### src/rtl/vertex_angle_cosine_top_macros.svh
// Assertion helpers shared by the RTL. Clock and reset names are fixed to
// the house convention (clk_i, rst_ni).
`ifndef VERTEX_ANGLE_COSINE_TOP_MACROS_SVH
`define VERTEX_ANGLE_COSINE_TOP_MACROS_SVH

// Same-cycle implication.
`define VAC_ASSERT_NOW(lbl, ante, cons, msg) \
  lbl: assert property (@(posedge clk_i) disable iff (!rst_ni) (ante) |-> (cons)) \
    else $error(msg);

// Next-cycle implication.
`define VAC_ASSERT_NEXT(lbl, ante, cons, msg) \
  lbl: assert property (@(posedge clk_i) disable iff (!rst_ni) (ante) |=> (cons)) \
    else $error(msg);

`endif

### src/rtl/vac_pkg.sv
package vac_pkg;

  // Result width, Q2.14 at the default fraction size.
  localparam int COS_W = 16;

  // Squared length / dot magnitude width.
  function automatic int len_w(int cb);
    return 2 * cb + 1;
  endfunction

  // Width of L1*L2 and dot^2.
  function automatic int prod_w(int cb);
    return 4 * cb + 2;
  endfunction

  // Width of the root residual and its running terms.
  function automatic int res_w(int cb, int fb);
    return 4 * cb + 2 + 2 * fb + 3;
  endfunction

endpackage

### src/rtl/vac_sqmul.sv
module vac_sqmul #(
  parameter int COORD_BITS = 16,
  parameter int FRAC_BITS  = 14
) (
  input  logic                                          clk_i,
  input  logic                                          rst_ni,
  input  logic                                          valid_i,
  output logic                                          ready_o,
  input  logic [vac_pkg::len_w(COORD_BITS)-1:0]         l1_i,
  input  logic [vac_pkg::len_w(COORD_BITS)-1:0]         l2_i,
  input  logic [vac_pkg::len_w(COORD_BITS)-1:0]         dmag_i,
  input  logic                                          neg_i,
  input  logic                                          dg_i,
  output logic                                          valid_o,
  input  logic                                          ready_i,
  output logic [vac_pkg::prod_w(COORD_BITS)-1:0]        p_o,
  output logic [vac_pkg::res_w(COORD_BITS, FRAC_BITS)-1:0] e_o,
  output logic                                          neg_o,
  output logic                                          dg_o
);

  localparam int LW = vac_pkg::len_w(COORD_BITS);
  localparam int PW = vac_pkg::prod_w(COORD_BITS);
  localparam int RW = vac_pkg::res_w(COORD_BITS, FRAC_BITS);
  localparam int H  = COORD_BITS + 1;   // low half
  localparam int HB = LW - H;           // high half

  logic v1_q, v2_q;
  logic en1, en2;

  logic [H-1:0]  a_lo, b_lo, d_lo;
  logic [HB-1:0] a_hi, b_hi, d_hi;

  // partial products, each at most (COORD_BITS+1) x (COORD_BITS+1) bits
  logic [2*H-1:0]   pll_q, dll_q;
  logic [H+HB-1:0]  plh_q, phl_q, dlh_q;
  logic [2*HB-1:0]  phh_q, dhh_q;
  logic             neg1_q, dg1_q;

  logic [PW-1:0] p_d, d2_d;
  logic [PW-1:0] p_q;
  logic [RW-1:0] e_q;
  logic          neg2_q, dg2_q;

  assign en2     = ~v2_q | ready_i;
  assign en1     = ~v1_q | en2;
  assign ready_o = en1;

  always_ff @(posedge clk_i or negedge rst_ni) begin
    if (!rst_ni) begin
      v1_q <= 1'b0;
      v2_q <= 1'b0;
    end else begin
      if (en1) v1_q <= valid_i;
      if (en2) v2_q <= v1_q;
    end
  end

  assign a_lo = l1_i[H-1:0];
  assign a_hi = l1_i[LW-1:H];
  assign b_lo = l2_i[H-1:0];
  assign b_hi = l2_i[LW-1:H];
  assign d_lo = dmag_i[H-1:0];
  assign d_hi = dmag_i[LW-1:H];

  always_comb begin
    p_d  = (PW'(phh_q) << (2 * H)) + (PW'(phl_q) << H) + (PW'(plh_q) << H) + PW'(pll_q);
    // cross term appears twice in a square
    d2_d = (PW'(dhh_q) << (2 * H)) + (PW'(dlh_q) << (H + 1)) + PW'(dll_q);
  end

  always_ff @(posedge clk_i) begin
    if (en1) begin
      pll_q  <= (2*H)'(a_lo) * (2*H)'(b_lo);
      plh_q  <= (H+HB)'(a_lo) * (H+HB)'(b_hi);
      phl_q  <= (H+HB)'(a_hi) * (H+HB)'(b_lo);
      phh_q  <= (2*HB)'(a_hi) * (2*HB)'(b_hi);
      dll_q  <= (2*H)'(d_lo) * (2*H)'(d_lo);
      dlh_q  <= (H+HB)'(d_lo) * (H+HB)'(d_hi);
      dhh_q  <= (2*HB)'(d_hi) * (2*HB)'(d_hi);
      neg1_q <= neg_i;
      dg1_q  <= dg_i;
    end
    if (en2) begin
      p_q    <= p_d;
      e_q    <= RW'(d2_d) << (2 * FRAC_BITS);
      neg2_q <= neg1_q;
      dg2_q  <= dg1_q;
    end
  end

  assign valid_o = v2_q;
  assign p_o     = p_q;
  assign e_o     = e_q;
  assign neg_o   = neg2_q;
  assign dg_o    = dg2_q;

endmodule

### config.mk
export PLATFORM = sky130hd
export DESIGN_NAME = vac_sqmul
export DESIGN_NICKNAME = d
export VERILOG_FILES = /design/src/rtl/vertex_angle_cosine_top_macros.svh /design/src/rtl/vac_pkg.sv /design/src/rtl/vac_sqmul.sv
export SDC_FILE = /design/constraint.sdc
export NUM_CORES = 2
export LEC_CHECK = 0
export ABC_AREA = 0
export BUFFER_PORTS_ARGS = -buffer_cell sky130_fd_sc_hd__buf_2
export CAP_MARGIN = 25
export CELL_PAD_IN_SITES_DETAIL_PLACEMENT = 1
export CELL_PAD_IN_SITES_GLOBAL_PLACEMENT = 1
export CORE_AREA = 5 5 415 417
export CTS_CLUSTER_DIAMETER = 150
export DETAILED_ROUTE_END_ITERATION = 10
export DIE_AREA = 0 0 420 422
export PLACE_DENSITY = 0.87
export SLEW_MARGIN = 20
export SYNTH_ARGS = -nofsm -noshare
export SYNTH_HDL_FRONTEND = slang
export SYNTH_SLANG_ARGS = --single-unit
### constraint.sdc
create_clock -name clk_i -period 7.6 [get_ports clk_i]
set_input_delay 0 -clock clk_i [delete_from_list [all_inputs] [get_ports clk_i]]
set_output_delay 0 -clock clk_i [all_outputs]
set_load 0.005 [all_outputs]
; ---- Word-level counts from Yosys, hierarchy flattened
; Cells that the tools add are included.
; Widths: inputs -> output; s select.
[totals]
register_bits = 369
[classes]
n_addsub = 5
n_mul = 7
n_bitwise = 4
[op_table]
columns = cell, n
row1 = $add 66x34->66, 2
row2 = $add 66x50->66, 2
row3 = $mul 17x17->34, 2
row4 = $add 66x51->66, 1
row5 = $mul 17x16->33, 2
row6 = $mul 16x16->32, 2
row7 = $mul 16x17->33, 1
row8 = $not 1->1, 2
row9 = $or 1x1->1, 2

; ---- Logic depth before layout (Yosys ltp)
[depth]
depth_word = 3
depth_mapped = 26

; ---- Worst setup path before layout
; No wires, ideal clock.
[synth_timing]
kind = reg2reg
startpoint = reg v2_q, in the netlist valid_o
endpoint = reg dg1_q (enable)
setup_ns = 2.359
arrival_time_ns = 5.444
required_time_ns = 5.241
slack_ns = -0.203
stages_incl_launch_ff = 2
n_path_buf = 0
period_less_slack_ns = 7.803
path_cell_list = dfrtp_1 > nand3b_1
[synth_between]
elab_chain_len = 3
[synth_rtl]
columns = element, line_no
row1 = from (decl), vac_sqmul.sv:28  ; logic v1_q, v2_q;
row2 = from (signal assigned), vac_sqmul.sv:55  ; if (en2) v2_q <= v1_q;
row3 = $not 1->1, vac_sqmul.sv:45  ; assign en2 = ~v2_q | ready_i;
row4 = $or 1x1->1, vac_sqmul.sv:45
row5 = $or 1x1->1, vac_sqmul.sv:46  ; assign en1 = ~v1_q | en2;
row6 = net ready_o, vac_sqmul.sv:8  ; output logic ready_o,
row7 = to (signal assigned), vac_sqmul.sv:82  ; dg1_q <= dg_i;
row8 = to (decl), vac_sqmul.sv:38  ; logic neg1_q, dg1_q;
; The timed path passes the listed nets, and every way through them passes these cells.
; A chain may end at the register's enable or synchronous reset.

; ---- Final worst setup path
[layout_timing]
startpoint = in dmag_i[0] (netlist name)
endpoint = reg dll_q[33], data pin
[layout_between]
elab_chain_len = 1
[layout_rtl]
columns = element, line_no
row1 = from (decl), vac_sqmul.sv:11  ; input logic [vac_pkg::len_w(COORD_BITS)-1:0] dmag_i,
row2 = $mul 17x17->34, vac_sqmul.sv:78  ; dll_q <= (2*H)'(d_lo) * (2*H)'(d_lo);
row3 = to (signal assigned), vac_sqmul.sv:78
row4 = to (decl), vac_sqmul.sv:35  ; logic [2*H-1:0] pll_q, dll_q;
; Every way passes these cells.

==> metrics.yaml <==
final_layout:
  syn_to_final_growth_pct: 6.65
  layout-drive-gt1-share: 0.0560
  nets: 10157
  final-seq-area_sq_um: 11000
  utilization: 0.475
  nFillCells: 19052
  multiInputGateArea_sq_um: 56400
synthesis:
  synth_enable_flop_cells: 364
  synth_ff_type: "edfxtp_1"
  async_reset_ff_frac: 0.00546
  postSynthAreaPerCell_sq_um: 9.66
  synth_top_family_by_area: "adder cells"
  synth_compound_area_frac: 0.0597
  ys_seq_elements: 366
  yosysTopAreaCell: "fa_1"
  synthAdderAreaFrac: 0.515
  synthXorXnorAreaFrac: 0.0352
  syn_inst: 7769
  netlist.area_leader.share: 0.382
  ys_warn_count: 0
  synth.distinct_cells: 84
  synth_mux_area_frac: 0.000300
  synth-simple-area-share: 0.139
  synth.top_cells.by_area: "fa_1, edfxtp_1, ha_1, inv_1, and2_1"
  syn_area_sq_um: 75000
  yosysSeqAreaShare: 0.146
run:
  maxCapViolCount: 0
routing:
  routedWlPerCell_microns: 23.6
  routed_wl_mm: 238
  vias_per_cell: 5.58
  drt_iter0_markers: 3710
  dr.pass1.iters: 5
  ant_nets: 0
  vias: 56294
  drc_errors: 0
timing:
  finalCritPeriodShare: 0.873
  hold_ws_ps: 48.6
  fmax_ghz: 0.151
  skew_ps: 49.8
  finalSetupViolCount: 0
  layout_min_cycle_time_ps: 6630
  rsz0062_at_grt: "false"
  finalMaxSlewViolations: 0
  max_slew.worst_pin.slew_ps: 1160
  slew_headroom: 0.229
  hold_viol_final: 0
worst_hold_path:
  holdPathStages: 4
  min_from: "ready_i"
  hp-class: "in2reg"
  min_to: "v1_q"
global_routing:
  grt_pass1_wl_mm: 374
  grt_max_degree: 133
  overflow: 0
  grt.total_usage: 0.271
  grt_pass1_vias: 67848
  antenna_found_initial: 15
setup_path:
  worstPathRequired_ps: 8080
  rr_startpoint: "pll_q[18]"
  r2r.worst_path.cells: 15
  crit_arrival_ps: 7110
  crit_type: "in2reg"
  rr_endpoint: "p_o[62]"
  critPathMaxFanout: 35
  endpoint_kind: "flop"
  startpoint_type: "input port"
  r2r_slack_ps: 3130
placed_design:
  numPortBuffers: 239
  gp_congestion: 0.881
  dp_hpwl_mm: 188
floorplan:
  dieWidth_microns: 420
  dieArea_sq_um: 177000
  ios: 272
  die_y_microns: 422
  core.rowCount: 151
  start_util: 0.446
  core_area_sq_um: 168000
cts:
  post-cts-setup-buffer-count: 0
  cts_buffer_depth: 3
  insertion_delay_ps: 690
  clk_pin_slew_ps: 80
  h-tree-depth: 2
  cts-root-buf: "clkbuf_16"
  cts_tree: "yes"
  clock_sinks: 366
  cts_buffers: 48
status:
  status: "finished, final reports clean"
-- sequential cells by signal, indices dropped and copies added, names as in the netlist --
signal,count
neg1_q,1
e_o,65
pll_q,34
phl_q,33
dg1_q,1
dhh_q,31
v1_q,1
neg_o,1
dg_o,1
plh_q,33
p_o,66
valid_o,1
phh_q,32
dlh_q,33
dll_q,33
-- per-stage QoR --
| stage | area, sq um | setup slack, ps | setup TNS, ps | cells |
|---|---|---|---|---|
| 6_report | 80000 | 966 | 0 | 10091 |
| 5_1_grt | 80000 | 703 | 0 | 10085 |
| 4_1_cts | 80000 | 1150 | 0 | 10081 |
| 3_5_place_dp | 78300 | 693 | 0 | 9984 |
| 3_3_place_gp | 78300 | 941 | 0 | 9984 |
| 2_1_floorplan | 75200 | -203 | -46910 | 7800 |
-- timing repair --
item / in CTS / in global routing
hold buffers: 7 / 0
resized for setup: 0 / 0
hold endpoints to repair: 9 / 0
endpoints found under the setup margin: 0 / 0
-- layout make-up --
cell class,instances,share of cell area
diodes,10,0.000313
repair buffers,329,0.0239
flip-flops and latches,366,0.137
clock inverters,35,0.00481
inverters,1699,0.0797
well taps,2218,0.0347
multi-input cells,5379,0.704
clock buffers,55,0.0153
-- worst max path at each step --
stage,startpoint,endpoint,slack (ps),cells after the start
global placement,dmag_i[5],dll_q[33],940,22
CTS,dmag_i[0],dll_q[33],1150,24
global route,dmag_i[0],dll_q[33],700,24
finish,dmag_i[0],dll_q[33],970,24
detailed placement,dmag_i[5],dll_q[33],690,22
floorplan,valid_o,dg1_q,-200,1
-- critical path, stage by stage --
cell           delay (ps)
dlygate4sd3_1         520
buf_2                 630
and2_1                300
inv_1                  80
fa_1                  370
inv_1                  80
fa_1                  420
ha_1                  210
fa_1                  490
inv_1                  60
fa_1                  520
fa_1                  500
inv_1                  40
ha_1                  380
o211ai_1              160
a2111oi_0             500
a21o_1                250
o21ai_2                90
a311oi_1              460
a211oi_2              180
o21ai_1               220
a21o_1                200
a221oi_2               90
xnor2_1               310
-- cell usage after synthesis, types with 7 or more instances --
library cell and n:
o21bai_1 37, fa_1 1431, ha_1 798, a21oi_1 221, o21a_1 23, nor2b_1 41
o31a_1 7, o21ai_0 96, or3_1 8, nand2_1 990, a21o_1 135, nor3b_1 9
o21ai_1 14, nand2b_1 35, a211oi_1 18, inv_1 1699, buf_4 32, and3_1 24
edfxtp_1 364, nor2_1 145, nand4_1 29, o31ai_1 11, nand3_1 64, o211ai_1 17
and2_1 724, a31oi_1 23, nor3_1 33, or2_2 10, xnor2_1 207, clkbuf_1 321
xor2_1 95
-- per-layer routing --
| metal | wire (microns) | global-route usage |
|---|---|---|
| met5 | 62 | 0 |
| met4 | 20000 | 0.193 |
| met3 | 14500 | 0.0441 |
| met2 | 122000 | 0.485 |
| met1 | 82000 | 0.291 |
-- kinds of logic (layout without fill, tap and decap cells) --
family / Yosys count / in the layout
AND/OR/NAND/NOR: 2134 / 2134
other: 1 / 42
flip-flops: 366 / 366
multiplexers: 2 / 2
AO/OA/AOI/OAI: 680 / 680
adder cells (fa/ha/maj): 2229 / 2229
XOR/XNOR: 302 / 302
buffers and inverters: 2055 / 2118
-- placed cells by master (no fill, tap or decap), types with 96 or more instances in the layout --
cell type / synthesis / layout
xnor2_1: 207 / 207
fa_1: 1431 / 1431
buf_2: 1 / 239
a21o_1: 135 / 135
edfxtp_1: 364 / 364
a21oi_1: 221 / 221
and2_1: 724 / 724
o21ai_0: 96 / 96
inv_1: 1699 / 1699
ha_1: 798 / 798
nor2_1: 145 / 145
nand2_1: 990 / 990
Power is left out: the tool's default activity adds up to more than one toggle a clock period on the data nets, which glitch-free logic cannot reach.
