<file path="config.mk">
export PLATFORM = sky130hd
export DESIGN_NAME = vac_front
export DESIGN_NICKNAME = d
export VERILOG_FILES = /design/src/rtl/vertex_angle_cosine_top_macros.svh /design/src/rtl/vac_pkg.sv /design/src/rtl/vac_front.sv
export SDC_FILE = /design/constraint.sdc
export NUM_CORES = 2
export LEC_CHECK = 0
export ABC_CLOCK_PERIOD_IN_PS = 15400
export BUFFER_PORTS_ARGS = -buffer_cell sky130_fd_sc_hd__buf_2
export CAP_MARGIN = 20
export CORE_AREA = 2 2 359 361
export CTS_CLUSTER_SIZE = 14
export DETAILED_ROUTE_END_ITERATION = 7
export DIE_AREA = 0 0 361 363
export HOLD_SLACK_MARGIN = 0.02
export PLACE_DENSITY_LB_ADDON = 0.08
export SLEW_MARGIN = 20
export SYNTH_ARGS = -nofsm -noshare
export SYNTH_HDL_FRONTEND = slang
export SYNTH_SLANG_ARGS = --single-unit
</file>
<file path="constraint.sdc">
create_clock -name clk_i -period 15.4 [get_ports clk_i]
set_input_delay 3.85 -clock clk_i [delete_from_list [all_inputs] [get_ports clk_i]]
set_output_delay 3.85 -clock clk_i [all_outputs]
set_load 0.01 [all_outputs]
</file>
<file path="src/rtl/vertex_angle_cosine_top_macros.svh">
// Assertion helpers shared by the RTL. Clock and reset names are fixed to
// the house convention (clk_i, rst_ni).
`ifndef VERTEX_ANGLE_COSINE_TOP_MACROS_SVH
`define VERTEX_ANGLE_COSINE_TOP_MACROS_SVH

// Same-cycle implication.
`define VAC_ASSERT_NOW(lbl, ante, cons, msg) \
  lbl: assert property (@(posedge clk_i) disable iff (!rst_ni) (ante) |-> (cons)) \
    else $error(msg);

// Next-cycle implication.
`define VAC_ASSERT_NEXT(lbl, ante, cons, msg) \
  lbl: assert property (@(posedge clk_i) disable iff (!rst_ni) (ante) |=> (cons)) \
    else $error(msg);

`endif

</file>
<file path="src/rtl/vac_pkg.sv">
package vac_pkg;

  // Result width, Q2.14 at the default fraction size.
  localparam int COS_W = 16;

  // Squared length / dot magnitude width.
  function automatic int len_w(int cb);
    return 2 * cb + 1;
  endfunction

  // Width of L1*L2 and dot^2.
  function automatic int prod_w(int cb);
    return 4 * cb + 2;
  endfunction

  // Width of the root residual and its running terms.
  function automatic int res_w(int cb, int fb);
    return 4 * cb + 2 + 2 * fb + 3;
  endfunction

endpackage

</file>
<file path="src/rtl/vac_front.sv">
module vac_front #(
  parameter int COORD_BITS = 16
) (
  input  logic                               clk_i,
  input  logic                               rst_ni,
  input  logic                               valid_i,
  output logic                               ready_o,
  input  logic signed [COORD_BITS-1:0]       ax_i,
  input  logic signed [COORD_BITS-1:0]       ay_i,
  input  logic signed [COORD_BITS-1:0]       vx_i,
  input  logic signed [COORD_BITS-1:0]       vy_i,
  input  logic signed [COORD_BITS-1:0]       bx_i,
  input  logic signed [COORD_BITS-1:0]       by_coord_i,
  output logic                               valid_o,
  input  logic                               ready_i,
  output logic [vac_pkg::len_w(COORD_BITS)-1:0] l1_o,
  output logic [vac_pkg::len_w(COORD_BITS)-1:0] l2_o,
  output logic [vac_pkg::len_w(COORD_BITS)-1:0] dmag_o,
  output logic                               neg_o,
  output logic                               dg_o
);

  localparam int DW  = COORD_BITS + 1;
  localparam int SW  = 2 * COORD_BITS;
  localparam int LW  = vac_pkg::len_w(COORD_BITS);
  localparam int MSB = COORD_BITS - 1;

  logic v1_q, v2_q, v3_q;
  logic en1, en2, en3;

  // stage 1: difference vectors
  logic signed [DW-1:0] ux_d, uy_d, wx_d, wy_d;
  logic signed [DW-1:0] ux_q, uy_q, wx_q, wy_q;
  // stage 2: products
  logic signed [2*DW-1:0] uxx, uyy, wxx, wyy, pxw, pyw;
  logic [SW-1:0]          uxx_q, uyy_q, wxx_q, wyy_q;
  logic signed [SW:0]     pxw_q, pyw_q;
  // stage 3: sums
  logic [LW-1:0]          l1_d, l2_d, dmag_d;
  logic signed [SW+1:0]   dot;
  logic [SW+1:0]          dot_abs;
  logic [LW-1:0]          l1_q, l2_q, dmag_q;
  logic                   neg_q, dg_q;

  assign en3     = ~v3_q | ready_i;
  assign en2     = ~v2_q | en3;
  assign en1     = ~v1_q | en2;
  assign ready_o = en1;

  always_ff @(posedge clk_i or negedge rst_ni) begin
    if (!rst_ni) begin
      v1_q <= 1'b0;
      v2_q <= 1'b0;
      v3_q <= 1'b0;
    end else begin
      if (en1) v1_q <= valid_i;
      if (en2) v2_q <= v1_q;
      if (en3) v3_q <= v2_q;
    end
  end

  always_comb begin
    ux_d = $signed({ax_i[MSB], ax_i}) - $signed({vx_i[MSB], vx_i});
    uy_d = $signed({ay_i[MSB], ay_i}) - $signed({vy_i[MSB], vy_i});
    wx_d = $signed({bx_i[MSB], bx_i}) - $signed({vx_i[MSB], vx_i});
    wy_d = $signed({by_coord_i[MSB], by_coord_i}) - $signed({vy_i[MSB], vy_i});
  end

  assign uxx = ux_q * ux_q;
  assign uyy = uy_q * uy_q;
  assign wxx = wx_q * wx_q;
  assign wyy = wy_q * wy_q;
  assign pxw = ux_q * wx_q;
  assign pyw = uy_q * wy_q;

  always_comb begin
    l1_d    = {1'b0, uxx_q} + {1'b0, uyy_q};
    l2_d    = {1'b0, wxx_q} + {1'b0, wyy_q};
    dot     = $signed({pxw_q[SW], pxw_q}) + $signed({pyw_q[SW], pyw_q});
    dot_abs = dot[SW+1] ? (~dot + 1'b1) : dot;
    dmag_d  = dot_abs[LW-1:0];
  end

  always_ff @(posedge clk_i) begin
    if (en1) begin
      ux_q <= ux_d;
      uy_q <= uy_d;
      wx_q <= wx_d;
      wy_q <= wy_d;
    end
    if (en2) begin
      // squares are never negative and stay below 2^SW
      uxx_q <= uxx[SW-1:0];
      uyy_q <= uyy[SW-1:0];
      wxx_q <= wxx[SW-1:0];
      wyy_q <= wyy[SW-1:0];
      pxw_q <= pxw[SW:0];
      pyw_q <= pyw[SW:0];
    end
    if (en3) begin
      l1_q   <= l1_d;
      l2_q   <= l2_d;
      dmag_q <= dmag_d;
      neg_q  <= dot[SW+1];
      dg_q   <= (l1_d == '0) | (l2_d == '0);
    end
  end

  assign valid_o = v3_q;
  assign l1_o    = l1_q;
  assign l2_o    = l2_q;
  assign dmag_o  = dmag_q;
  assign neg_o   = neg_q;
  assign dg_o    = dg_q;

endmodule

</file>
* Word level (Yosys, flattened, before mapping)
Cells that the tools add are included.
Widths: inputs -> output; s select.
** Storage, ports and cells
- Logic and storage cells :: 43
- Register bits :: 366
- Output and inout bits :: 103
- Input bits :: 100
** Operators by class
- Multiplexer cells :: 1
- $mul :: 6
- Add/sub/neg operators :: 8
- Reduce and logical (&&, ||, !) cells :: 2
- Bitwise gates (word level) :: 8
** Operators with widths (count)
- $mul 17x17->32 :: 4
- $sub 16x16->17 :: 4
- $add 32x32->33 :: 2
- $logic_not 33->1 :: 2
- $mul 17x17->33 :: 2
- $add 33x33->34 :: 1
- $add 33x1->33 const B :: 1
- $mux 33 :: 1
- $not 33->33 :: 1
- $or 1x1->1 :: 4
- $not 1->1 :: 3

* Depth between registers and ports, before layout
- Depth after elaboration :: 4
- Gate-level depth with buffers :: 28
- Depth with buffers taken out :: 27

* Worst setup path before layout
No wires, ideal clock.
- Path type :: input -> register
- Start point :: in ready_i
- End point :: reg pxw_q[0], enable pin
- Setup time :: 1.982 ns
- Data required time :: 13.418 ns
- Path buffers :: 0
- Stages on the path :: 1
- Arrival time :: 8.066 ns
- Setup slack :: 5.352 ns
- Path through :: nand3b_1
** Between the ends
- Word-level cells in the longest chain between the ends :: 2
** RTL lines
- from (decl) :: RTL line vac_front.sv:15 : input logic ready_i,
- $or 1x1->1 :: RTL line vac_front.sv:45 : assign en3 = ~v3_q | ready_i;
- $or 1x1->1 :: RTL line vac_front.sv:46 : assign en2 = ~v2_q | en3;
- to (signal assigned) :: RTL line vac_front.sv:97 : pxw_q <= pxw[SW:0];
- to (decl) :: RTL line vac_front.sv:37 : logic signed [SW:0] pxw_q, pyw_q;
No other way between the ends.
A chain may end at the register's enable or synchronous reset.

* Worst setup path after layout
- Start point :: in ready_i
- End point :: out ready_o
** Between the ends
- Word-level cells in the longest chain between the ends :: 3
** RTL lines
- $or 1x1->1 :: RTL line vac_front.sv:45
- $or 1x1->1 :: RTL line vac_front.sv:46
- $or 1x1->1 :: RTL line vac_front.sv:47 : assign en1 = ~v1_q | en2;
- to (decl) :: RTL line vac_front.sv:7 : output logic ready_o,
No other way between the ends.

==> summary.md <==
| Metric | Value |
|---|---|
| DR WL/cell | approximately 18 um |
| Number of synthesized register bits | 362 |
| Headroom to the max-slew limit | 0.3184 |
| Mapped Nets | 10,290 |
| Max Transition Viols Final | 0 |
| Grt total ovfl | 0 |
| P&R area growth vs syn | 5.423% |
| Initial core utilization | 0.6068 |
| Status | completed |
| Fin. Hold Viols | 0 |
| Fraction of registers with async set/reset | 0.008287 |
| R2r setup slk | around 7.6 ns |
| Tot GR Track Use | 0.2897 |
| Hold Path End | v2_q$_DFFE_PN0P_ |
| Register area share after synthesis | 0.1408 |
| Largest net degree at the start of global routing | 76 |
| Yosys warns | 0 |
| Clock sinks | about 360 |
| Post-synth EDFFs | roughly 360 |
| Post-synthesis cell count | 7,920 |
| IO Pins | ~200 |
| Class of the most critical setup path | input port to output pin |
| Via-to-Cell Ratio | 5.405 |
| Register area | about 0.011 mm^2 |
| RSZ-0062 raised after global routing | false |
| Die Ht | between 300 and 400 um |
| Final worst slack | between 6 and 7 ns |
| Min Tclk post-route | 8.570 ns |
| Met3 Usage GRT | 0.04183 |
| Floorplan row count | between 100 and 150 |
| Ys flop type | edfxtp_1 |
| Drt initial violations | between 3,000 and 4,000 |
| DPL Wire Length | approximately 140 mm |
| Total CTS buffers | 45 |
| Clk root buf | clkbuf_16 |
| CTS H-tree depth | 2 |
| Vias in the first global route | approximately 57,000 |
| TritonCTS clock tree | done |
| Ratio of cells with drive above 1 in the final layout | 0.04904 |
| Met2 Track Usage GR | 0.4881 |
| Worst slew pin tran | 1.022 ns |
| R2R depth | 23 |
| Hold slack | between 0.4 and 0.5 ns |
| Final Cycle Share | 0.5565 |
| Post-route cell area | between 0.08 and 0.09 mm^2 |
| Critical Path End Type | output pin |
| Fillcell total | 10,600 |
| Worst-skew pair later-pin latency | ~0.65 ns |
| Met1 Usage GRT | 0.3905 |
| CTS resizes | 0 |
| Hold_buf cts | 0 |
| Multi-input gate area | 0.05748 mm^2 |
| NumNets Final | approximately 10,000 |
| Worst reg2reg path endpoint | wyy_q[31]$_DFFE_PP_ |
| Router iterations before antenna repair | 5 |
| Number of vias in the routed layout | around 52,000 |
| Clk buf depth | 3 |
| Yosys cell types | between 80 and 90 |
| Mapped Area | just under 0.08 mm^2 |
| Fmax | between 0.1 and 0.15 GHz |
| Critical-path maximum fanout | 36 |
| Top cells by area, synth | fa_1, edfxtp_1, ha_1, inv_1, and2_1 |
| Worst-case clock skew | ~0.031 ns |
| Die ar. | between 0.1 and 0.15 mm^2 |
| Pre-CTS setup slack | around 6.8 ns |
| Critical path required time | between 10 and 15 ns |
| Setup crit start kind | input port |
| Setup Fix Bufs, Post-CTS | 0 |
| Placed Area | around 0.08 mm^2 |
| Final TNS setup | 0 ns |
| Final Setup Violations | 0 |
| Crit path DAT | roughly 4.7 ns |
| First-pass GRT wire length | 299.4 mm |
| Top cell type's share of synthesized area | 0.4176 |
| CTS clk-pin slew, worst paths | approximately 0.060 ns |
| Hold Path Class | flip-flop to flip-flop |
| DRC viols | 0 |
| Max-cap violations | 0 |
| Hold depth | 1 |
| Die Wd | 361 um |
| Initial antenna violation count | 5 |
| Setup crit start | ready_i |
| Routed WL | between 150 and 200 mm |
| CORE AREA | 0.1270 mm^2 |
| Area leader, netlist | fa_1 |
| Port buffer count | 202 |
| Hold path startpoint | v1_q$_DFFE_PN0P_ |
| Worst R2R Start | wy_q[1]$_DFFE_PP_ |
| Layer with the highest usage | met2 |
| Routability cong. | 0.9201 |
| Antenna-violating nets left | 0 |
| Avg Inst Size Synth | a little under 10 um^2 |
[state kept, by name, summed over array words and instances (netlist names), 17 cells and up]
signal and cells:
dmag_o 33, pxw_q 33, wxx_q 31, wyy_q 31, wx_q 17, l1_o 33
wy_q 17, ux_q 17, pyw_q 33, uxx_q 31, uy_q 17, l2_o 33
uyy_q 31
[per-layer routing]
layer / part of all wire / wire (um)
met2: 0.48 / 86330
met3: 0.065 / 11650
met5: 0.00015 / 26
met4: 0.034 / 6137
met1: 0.42 / 74490
[cells in the final DEF, fill, tap and decap left out, types with 152 or more instances in the layout]
| cell | n |
|---|---|
| ha_1 | 660 |
| nand2_1 | 721 |
| a21oi_1 | 212 |
| fa_1 | 1608 |
| inv_1 | 2082 |
| nor2_1 | 318 |
| buf_2 | 202 |
| o21ai_0 | 152 |
| xnor2_1 | 298 |
| edfxtp_1 | 359 |
| and2_1 | 458 |
[through the flow]
stage / cells / util
after floorplan: 7920 / -
after global placement: 9620 / 0.6286
after detailed placement: 9620 / 0.6286
after CTS: 9697 / 0.6397
after global routing: 9697 / 0.6397
final: 9699 / 0.6397
[how the worst max path moves through the flow]
| stage | cells after the start | to | slack [ns] |
|---|---|---|---|
| finish | 4 | ready_o | 6.83 |
| global route | 4 | ready_o | 6.77 |
| CTS | 4 | ready_o | 6.80 |
| detailed placement | 4 | ready_o | 6.81 |
| global placement | 4 | ready_o | 6.82 |
| floorplan | 1 | pxw_q[0]$_DFFE_PP_ | 5.35 |
[synthesized netlist by cell type, types with 6 or more instances]
library cell / count
and3_1: 32
nor2b_1: 65
or3_1: 17
o41ai_1: 6
fa_1: 1608
xnor2_1: 298
o31ai_1: 12
nand4b_1: 6
ha_1: 660
xor2_1: 97
nor4_1: 10
a211oi_1: 16
nand3b_1: 6
nand3_1: 44
a21o_1: 85
nand2b_1: 51
or4_1: 8
nand4_1: 16
edfxtp_1: 359
a211o_1: 10
clkbuf_1: 232
a21oi_1: 212
a2111oi_0: 8
o21ai_0: 152
o211ai_1: 14
buf_1: 8
and2_1: 458
o211a_1: 6
nand2_1: 721
o21bai_1: 26
o21a_1: 37
clkinv_1: 9
or2_2: 14
nor3_1: 46
inv_1: 2082
a31o_2: 15
nor2_1: 318
o2111ai_1: 9
a31oi_1: 26
o22ai_1: 6
a21boi_0: 32
[kinds of logic (layout without fill, tap and decap cells)]
kind of cell,count (synthesis),count (layout),synth area share
other cells,0,2,0
fa+ha+maj,2268,2268,0.5248
xor+xnor,395,395,0.04488
buf+inv,2333,2448,0.1136
flops,362,362,0.1408
simple gates,1825,1825,0.1138
compound gates,728,728,0.06084
mux,9,9,0.001250
[area by class of cell]
class | count | area share
tap | 1662 | 0.02559
multi-input combinational | 5225 | 0.7073
clock buffer | 50 | 0.01435
sequential | 362 | 0.1336
timing repair buffer | 279 | 0.01955
clock inverter | 27 | 0.002941
antenna | 2 | 0.00006159
inverter | 2092 | 0.09663
[critical path, stage by stage]
cell and delay [ns]:
buf_2 0.09, nand4b_1 0.11, buf_4 0.43, buf_2 0.23
Power is left out: the tool's default activity adds up to more than one toggle a clock period on the data nets, which glitch-free logic cannot reach.
