--- config.mk ---
export PLATFORM = sky130hd
export DESIGN_NAME = vac_root_stage
export DESIGN_NICKNAME = d
export VERILOG_FILES = /design/src/rtl/vac_pkg.sv /design/src/rtl/vac_root_stage.sv
export VERILOG_INCLUDE_DIRS = /design/src /design/src/rtl
export SDC_FILE = /design/constraint.sdc
export NUM_CORES = 1
export LEC_CHECK = 0
export BUFFER_PORTS_ARGS = -buffer_cell sky130_fd_sc_hd__buf_2
export CAP_MARGIN = 10
export CORE_MARGIN = 2
export CORE_UTILIZATION = 50
export DETAILED_ROUTE_END_ITERATION = 8
export PLACE_DENSITY = 0.75
export SYNTH_ARGS = -nofsm -noshare
export SYNTH_HDL_FRONTEND = slang
export SYNTH_SLANG_ARGS = --single-unit
--- constraint.sdc ---
create_clock -name clk_i -period 22.7 [get_ports clk_i]
set_input_delay 4.54 -clock clk_i [delete_from_list [all_inputs] [get_ports clk_i]]
set_output_delay 4.54 -clock clk_i [all_outputs]
set_load 0.01 [all_outputs]
--- src/rtl/vertex_angle_cosine_top_macros.svh ---
// Assertion helpers shared by the RTL. Clock and reset names are fixed to
// the house convention (clk_i, rst_ni).
`ifndef VERTEX_ANGLE_COSINE_TOP_MACROS_SVH
`define VERTEX_ANGLE_COSINE_TOP_MACROS_SVH

// Same-cycle implication.
`define VAC_ASSERT_NOW(lbl, ante, cons, msg) \
  lbl: assert property (@(posedge clk_i) disable iff (!rst_ni) (ante) |-> (cons)) \
    else $error(msg);

// Next-cycle implication.
`define VAC_ASSERT_NEXT(lbl, ante, cons, msg) \
  lbl: assert property (@(posedge clk_i) disable iff (!rst_ni) (ante) |=> (cons)) \
    else $error(msg);

`endif

--- src/rtl/vac_pkg.sv ---
package vac_pkg;

  // Result width, Q2.14 at the default fraction size.
  localparam int COS_W = 16;

  // Squared length / dot magnitude width.
  function automatic int len_w(int cb);
    return 2 * cb + 1;
  endfunction

  // Width of L1*L2 and dot^2.
  function automatic int prod_w(int cb);
    return 4 * cb + 2;
  endfunction

  // Width of the root residual and its running terms.
  function automatic int res_w(int cb, int fb);
    return 4 * cb + 2 + 2 * fb + 3;
  endfunction

endpackage

--- src/rtl/vac_root_stage.sv ---
`include "vertex_angle_cosine_top_macros.svh"

// One bit of the restoring root search: try n | 2^BIT against residual
// E = 2^(2F)*D^2 - n^2*P, with Q = n*P kept alongside.
module vac_root_stage #(
  parameter int COORD_BITS = 16,
  parameter int FRAC_BITS  = 14,
  parameter int BIT        = 14
) (
  input  logic                                             clk_i,
  input  logic                                             rst_ni,
  input  logic                                             valid_i,
  output logic                                             ready_o,
  input  logic [vac_pkg::prod_w(COORD_BITS)-1:0]           p_i,
  input  logic [vac_pkg::res_w(COORD_BITS, FRAC_BITS)-1:0] e_i,
  input  logic [vac_pkg::res_w(COORD_BITS, FRAC_BITS)-1:0] q_i,
  input  logic [FRAC_BITS:0]                               n_i,
  input  logic                                             neg_i,
  input  logic                                             dg_i,
  output logic                                             valid_o,
  input  logic                                             ready_i,
  output logic [vac_pkg::prod_w(COORD_BITS)-1:0]           p_o,
  output logic [vac_pkg::res_w(COORD_BITS, FRAC_BITS)-1:0] e_o,
  output logic [vac_pkg::res_w(COORD_BITS, FRAC_BITS)-1:0] q_o,
  output logic [FRAC_BITS:0]                               n_o,
  output logic                                             neg_o,
  output logic                                             dg_o
);

  localparam int PW = vac_pkg::prod_w(COORD_BITS);
  localparam int RW = vac_pkg::res_w(COORD_BITS, FRAC_BITS);
  localparam int NW = FRAC_BITS + 1;
  localparam logic [NW-1:0] BIT_MASK = NW'(1) << BIT;
  localparam logic [NW-1:0] LOW_MASK = BIT_MASK - NW'(1);
  localparam logic [NW-1:0] ONE      = NW'(1) << FRAC_BITS;

  logic          v_q, en;
  logic [RW-1:0] p_ext, t, q_d, e_d;
  logic [RW:0]   diff;
  logic          take;
  logic [NW-1:0] n_d;

  logic [PW-1:0] p_q;
  logic [RW-1:0] e_q, q_q;
  logic [NW-1:0] n_q;
  logic          neg_q, dg_q;

  assign en      = ~v_q | ready_i;
  assign ready_o = en;

  always_ff @(posedge clk_i or negedge rst_ni) begin
    if (!rst_ni) begin
      v_q <= 1'b0;
    end else if (en) begin
      v_q <= valid_i;
    end
  end

  // (n + 2^b)^2 P - n^2 P = 2^(b+1) Q + 2^(2b) P
  always_comb begin
    p_ext = RW'(p_i);
    t     = (q_i << (BIT + 1)) + (p_ext << (2 * BIT));
    diff  = {1'b0, e_i} - {1'b0, t};
    take  = ~diff[RW];
    e_d   = take ? diff[RW-1:0] : e_i;
    q_d   = take ? (q_i + (p_ext << BIT)) : q_i;
    n_d   = take ? (n_i | BIT_MASK) : n_i;
  end

  always_ff @(posedge clk_i) begin
    if (en) begin
      p_q   <= p_i;
      e_q   <= e_d;
      q_q   <= q_d;
      n_q   <= n_d;
      neg_q <= neg_i;
      dg_q  <= dg_i;
    end
  end

  assign valid_o = v_q;
  assign p_o     = p_q;
  assign e_o     = e_q;
  assign q_o     = q_q;
  assign n_o     = n_q;
  assign neg_o   = neg_q;
  assign dg_o    = dg_q;

  `VAC_ASSERT_NOW(a_low_bits_clear, v_q, (n_q & LOW_MASK) == '0, "root bits below stage set")
  `VAC_ASSERT_NOW(a_root_range, v_q && !dg_q, n_q <= ONE, "root above one")
  `VAC_ASSERT_NOW(a_full_residual, v_q && !dg_q && (n_q == ONE), e_q == '0,
                  "aligned vectors left residual")

endmodule

Yosys cells after proc, flatten, opt, wreduce, memory -nomap -nowiden. Cells that the tools add are included.

Latch bits: 0. Input port bits: 281. RAM bits: 0. Word-level logic and storage cells: 15. Memories: 0. Register bits: 278. ROM bits: 0.

Divide/modulo/power cells: 0. Shift-type cells: 0. Add/sub/neg operators: 3. Multiplexer cells: 2. Reductions and logical operators: 0. Equality and inequality tests: 0. $mul: 0. Bitwise operators: 2. Magnitude comparators: 0.

Operator list (number): $mux 97 (2); $sub 97x97->98 (1); $add 97x80->97 (1); $add 97x94->97 (1); $not 1->1 (1); $or 1x1->1 (1).

Longest topological paths before layout. Gate-level depths: netlist (run 1).

Word-level depth: 3. Depth in mapped cells: 28.

Least setup slack after synthesis (run 1). No wires, ideal clock.

Kind: input to output. Start: in ready_i. End: out ready_o. Required time: 18.160 ns. Arrival time: 11.252 ns. Setup slack: 6.908 ns. Path buffers: 0. Cell stages on the path: 1. Path through: nand2b_1.

Cells in the longest elaborated chain, start to end: 1.

RTL lines: start: declaration (RTL line vac_root_stage.sv:21) `input logic ready_i,`; $or 1x1->1 (RTL line vac_root_stage.sv:48) `assign en = ~v_q | ready_i;`; end: declaration (RTL line vac_root_stage.sv:13) `output logic ready_o,`.

Every way passes these cells.

Worst setup path in the final report (run 1).
Start: in p_i[0] (netlist name). End: reg q_q[14], in the netlist q_o[14], data pin.

Cells in the longest elaborated chain, start to end: 3.

RTL lines: start: declaration (RTL line vac_root_stage.sv:14) `input logic [vac_pkg::prod_w(COORD_BITS)-1:0] p_i,`; $add 97x94->97 (RTL line vac_root_stage.sv:62) `t = (q_i << (BIT + 1)) + (p_ext << (2 * BIT));`; $sub 97x97->98 (RTL line vac_root_stage.sv:63) `diff = {1'b0, e_i} - {1'b0, t};`; $mux 97 * (RTL line vac_root_stage.sv:66) `q_d = take ? (q_i + (p_ext << BIT)) : q_i;`; named net q_d[14] (RTL line vac_root_stage.sv:38) `logic [RW-1:0] p_ext, t, q_d, e_d;`; end signal: assignment (RTL line vac_root_stage.sv:74) `q_q <= q_d;`; end: declaration (RTL line vac_root_stage.sv:44) `logic [RW-1:0] e_q, q_q;`.

The timed path passes the listed nets; every way through them passes the cells marked *. A chain may end at the register's enable or synchronous reset.

==> results of run 1 <==
## power by group through the flow
stage	Clock (mW)	Sequential, mW	Combinational [mW]
after global routing	0.537	0.703	1.01
final	0.512	0.696	0.928
after CTS	0.519	0.697	0.910
after detailed placement	0	0.706	0.905
after global placement	0	0.705	0.897
after floorplan	0	0.757	0.566
## sequential cells by signal (all words and copies together) (netlist names)
register,cells
n_o,15
e_o,97
p_o,66
neg_o,1
q_o,97
dg_o,1
valid_o,1
## stage by stage
stage | utilization | instances | cell area, um2 | worst slack, ns | power [mW]
after floorplan | - | 2571 | 23100 | 6.91 | 1.32
after global placement | 0.577 | 3617 | 26200 | 11.45 | 1.60
after detailed placement | 0.577 | 3617 | 26200 | 11.31 | 1.61
after CTS | 0.599 | 3672 | 27200 | 11.90 | 2.13
after global routing | 0.600 | 3684 | 27300 | 11.26 | 2.25
final | 0.600 | 3685 | 27300 | 11.67 | 2.14
## area by class of cell
class / instances / share of cell area
Inverter: 72 / 0.00991
Tap cell: 600 / 0.0275
Timing Repair Buffer: 567 / 0.105
Antenna cell: 13 / 0.00119
Clock buffer: 43 / 0.0319
Sequential cell: 278 / 0.306
Clock inverter: 12 / 0.00514
Multi-Input combinational cell: 2100 / 0.514
## kinds of logic after synthesis
logic type	count (synthesis)
XOR/XNOR	218
buffers and inverters	193
AND/OR/NAND/NOR	724
AO/OA/AOI/OAI	933
multiplexers	8
flip-flops	278
adder cells (fa/ha/maj)	217
## placed cells by master, fill, tap and decap left out, drive strengths merged, types with 28 or more instances in the layout
cell type	netlist	final
nand4	59	59
o21bai	41	41
clkbuf	93	43
nand3	47	47
a21o	150	150
nor2	114	114
o21ai	275	275
xnor2	122	122
edfxtp	277	277
and3	28	28
inv	72	73
a21oi	252	252
o21a	29	29
nand2	326	326
xor2	96	96
a31oi	43	43
buf	28	567
ha	214	214
## final timing paths
kind	startpoint	slack [ns]	cells past startpoint	endpoint
setup / recovery	p_i[0]	11.67	25	q_o[14]
hold / removal	valid_o	0.85	1	n_o[8]
setup reg to reg	valid_o	20.07	3	q_o[57]
hold reg to reg	valid_o	0.85	1	n_o[8]
max in group asynchronous	rst_ni	18.89	1	valid_o
min in group asynchronous	rst_ni	3.73	1	valid_o
## synth_stat cells (all sizes together), types with 15 or more instances
cell	n
nor2b	24
buf	28
and2	19
o21bai	41
a21o	150
nand2	326
a21oi	252
and3	28
xor2	96
xnor2	122
o211ai	15
nand4	59
o31ai	22
nand3	47
nand2b	24
edfxtp	277
a211oi	15
nor2	114
a31oi	43
o21ai	275
nor3	27
o21a	29
clkbuf	93
inv	72
ha	214
## layer usage
layer / vias up / track usage / part of all wire / wire [um]
met5: - / 0 / 0 / 0
met4: 0 / 0.0935 / 0.028 / 2250
met1: 10600 / 0.452 / 0.44 / 35100
li1: 10600 / - / - / -
met3: 142 / 0.0378 / 0.084 / 6750
met2: 1175 / 0.499 / 0.45 / 35800
==> results.cfg, run 1 <==
[status]
outcome = complete, no violations

[floorplan]
fp.dieArea_um2 = 48000
io_pins = 560
initial_core_util = 0.508
die_y_um = 219
fp-row-count = 78
die_w_um = 219
coreArea_um2 = 45500

[logic_synthesis]
synth_fa_ha_area_frac = 0.118
synth_compound_area_frac = 0.254
syn_avg_cell_area_um2 = 8.99
yosys_register_bits = 278
syn-num-nets = 3069
synth_top_area_share = 0.360
async_flop_share = 0.00360
syn_inst = 2571
yosysTopAreaCell = edfxtp_1
synth_cell_types = 85
yosys_most_used_dff = edfxtp_1
ys_seq_area_frac = 0.361
synthTopCellsByArea = edfxtp_1, ha_1, o21ai_0
yosys.area_share.simple = 0.147
synth_top_family_by_area = compound AO/OA/AOI/OAI gates
synthMuxAreaShare = 0.00384
netlist_area_um2 = 23100
yosysWarnings = 0
synth_edf_count = 277
synth_xor_area_frac = 0.0826

[power_and_ir_drop]
p_clk_frac = 0.240
p_leak_nw = 12.2
p_sw_mw = 0.818
switching_share = 0.383
p_per_area_nw_per_um2 = 78.3
ir_drop_mv = 0.0640
internal_power_mw = 1.32
comb_power_share = 0.434
seqPwrFrac = 0.326

[timing]
fin_tns_setup_ns = 0
fin_crit_sh = 0.486
worst_pin_slew_ns = 0.951
slew_viol_final = 0
hold_viol_final = 0
setup_viol = 0
whs_ns = 0.850
period_needed_ns = 11.03
relSlewSlack = 0.366
finalClockSkew_ns = 0.0189
rsz0062_at_grt = no
fmax_mhz = 90.7

[route]
drt_iter0_drc = 2337
drc = 0
avgRoutedWirePerCell_um = 21.7
ant_nets = 0
dr.pass1.iters = 8
vias_per_cell = 6.12
wirelength_um = 79900
vias = 22500

[global_route]
grt_first_pass_wirelength_um = 118000
grt_pass1_vias = 20800
grt_max_degree = 109
grt_use_total = 0.315
antenna_found_initial = 16
grt-ovfl-total = 0

[cells_and_area]
area_delta_synth_final_pct = 18.0
multi_input_area_um2 = 14000
n_fill_cell = 4052
seqCellArea_um2 = 8340
nets = 3547
layout-drive-gt1-share = 0.216

[worst_setup_path]
required_ns = 23.03
crit_path_frequent_cell = a21oi_1
worst_setup_path_end_kind = register
path_buf_inv = 3
critPathTopFamily = compound AO/OA/AOI/OAI gates
max_stage_delay_ns = 0.79
path_class = input pin to register
start_kind = input pin
crit_fanout = 108
cp.arrival_ns = 11.36
cp_slowest_cell = buf_4

[clock_tree]
cts_num_sinks = 278
cts-buffers-inserted = 30
postCtsHoldBufs = 0
cts_root_buffer = clkbuf_16
cts_tree = done
ctsResizeCount = 0
h-tree-depth = 1
worst_setup_hold_path_clk_slew_ns = 0.06
clockBufferDepth = 3
clock_latency_ns = 0.59
cts_setup_buffers = 0

[place]
io_buffers = 559
place.gp.congestion = 1.01
hpwl_um = 64700

[worst_hold_path]
min-delay-path-class = register to register

[run]
cap_violations = 0
Power figures use the tool's default switching activity.
==> run 2: changes to the inputs <==
==> constraint.sdc (replaced) <==
create_clock -name clk_i -period 10.4 [get_ports clk_i]
set_input_delay 2.08 -clock clk_i [delete_from_list [all_inputs] [get_ports clk_i]]
set_output_delay 2.08 -clock clk_i [all_outputs]
set_load 0.01 [all_outputs]
==> results.cfg, run 2 (synthesis gave the netlist of run 1 again) <==
[status]
outcome = complete, no violations

[worst_setup_path]
max_stage_delay_ns = 0.64
crit_fanout = 75
startpoint = p_i[0]
required_ns = 10.68
path_class = input pin to register
worst_setup_path_end_kind = register
r2r_start = valid_o
cp.arrival_ns = 8.65
path_buf_inv = 3
critPathTopFamily = compound AO/OA/AOI/OAI gates
start_kind = input pin
crit_path_frequent_cell = a21oi_1
cp_slowest_cell = a31oi_4

[power_and_ir_drop]
p_per_area_nw_per_um2 = 172
p_sw_mw = 1.80
seqPwrFrac = 0.322
p_leak_nw = 12.3
p_clk_frac = 0.245
power_mw = 4.71
switching_share = 0.382
ir_drop_mv = 0.120
comb_power_share = 0.433
internal_power_mw = 2.91

[floorplan]
fp.dieArea_um2 = 48000
initial_core_util = 0.508
io_pins = 560
die_y_um = 219
die_w_um = 219
coreArea_um2 = 45500
fp-row-count = 78

[route]
drc = 0
dr.pass1.iters = 6
wirelength_um = 79000
avgRoutedWirePerCell_um = 21.4
drt_iter0_drc = 2311
vias = 22300
vias_per_cell = 6.05
ant_nets = 0

[global_route]
grt_use_total = 0.317
grt_max_degree = 78
grt_pass1_vias = 21100
grt-ovfl-total = 0
grt_first_pass_wirelength_um = 118000
antenna_found_initial = 11

[cells_and_area]
final_cell_mix = buf_2, nand2_1, edfxtp_1
mostFrequentLayoutCell = buf_2
final_cell_count_no_fill = 3691
layout-drive-gt1-share = 0.216
nets = 3554
area_delta_synth_final_pct = 18.5
final_util = 0.602
stdcell_area_um2 = 27400

[clock_tree]
h-tree-depth = 2
cts_setup_buffers = 0
clockBufferDepth = 3
postCtsHoldBufs = 0
cts_tree = done
ctsResizeCount = 0
cts_root_buffer = clkbuf_16
cts-buffers-inserted = 34
clock_latency_ns = 0.55
worst_setup_hold_path_clk_slew_ns = 0.06
cts_num_sinks = 278

[timing]
fin_crit_sh = 0.805
worst_pin_slew_ns = 0.984
rsz0062_at_grt = no
finalClockSkew_ns = 0.0197
relSlewSlack = 0.344
setup_viol = 0
whs_ns = 0.947
slew_viol_final = 0
worst_slack_ns = 2.03
fmax_mhz = 119
period_needed_ns = 8.37
hold_viol_final = 0
fin_tns_setup_ns = 0

[place]
placed_cell_area_um2 = 26300
place_inst = 3620
hpwl_um = 64500
io_buffers = 559
place.gp.congestion = 1.01
dpl_worst_slack_ns = 1.70

[worst_hold_path]
worstHoldStart = valid_o
min-delay-path-class = register to register

[run]
cap_violations = 0
[run 2: cell count changes in the layout (fill, tap and decap cells not counted), sizes merged]
cell,previous run,this run
clkinv,7,11
diode,13,10
clkbuf,43,44
clkinvlp,1,2
bufinv,3,2
buf,567,570
inv,73,74
[run 2: routing by layer]
layer  vias up  GRT usage  share of wire
li1      10600          -              -
met1     10500      0.446           0.44
met2      1043      0.503           0.45
met3       135     0.0432          0.078
met4         0      0.103          0.032
met5         -          0              0
[run 2: worst paths after layout]
path | to | slack (ns) | depth (start not counted)
setup / recovery | q_o[31] | 2.03 | 25
min in group asynchronous | valid_o | 1.31 | 1
hold / removal | e_o[77] | 0.95 | 1
max in group asynchronous | valid_o | 9.00 | 1
hold reg to reg | e_o[77] | 0.95 | 1
setup reg to reg | q_o[36] | 7.68 | 3
[run 2: power by group through the flow]
stage | Combinational (mW) | Sequential [mW] | Clock (mW)
2_1_floorplan | 1.24 | 1.64 | 0
3_3_place_gp | 1.98 | 1.54 | 0
3_5_place_dp | 1.99 | 1.54 | 0
4_1_cts | 2.00 | 1.52 | 1.18
5_1_grt | 2.22 | 1.53 | 1.21
6_report | 2.04 | 1.52 | 1.16
[run 2: area by class of cell]
cell class	count	area, um2
Sequential cell	278	8340
Clock inverter	17	144
Fill cell	4093	18100
Inverter	72	270
Timing Repair Buffer	570	2930
Tap cell	600	751
Clock buffer	44	920
Multi-Input combinational cell	2100	14000
Antenna cell	10	25.0
[run 2: worst reg2reg max path: cells and delay by family (launching register included)]
kind                   cells  cell delay, ns
buffers and inverters      2            1.44
flip-flops                 1            0.42
AND/OR/NAND/NOR            1            0.36
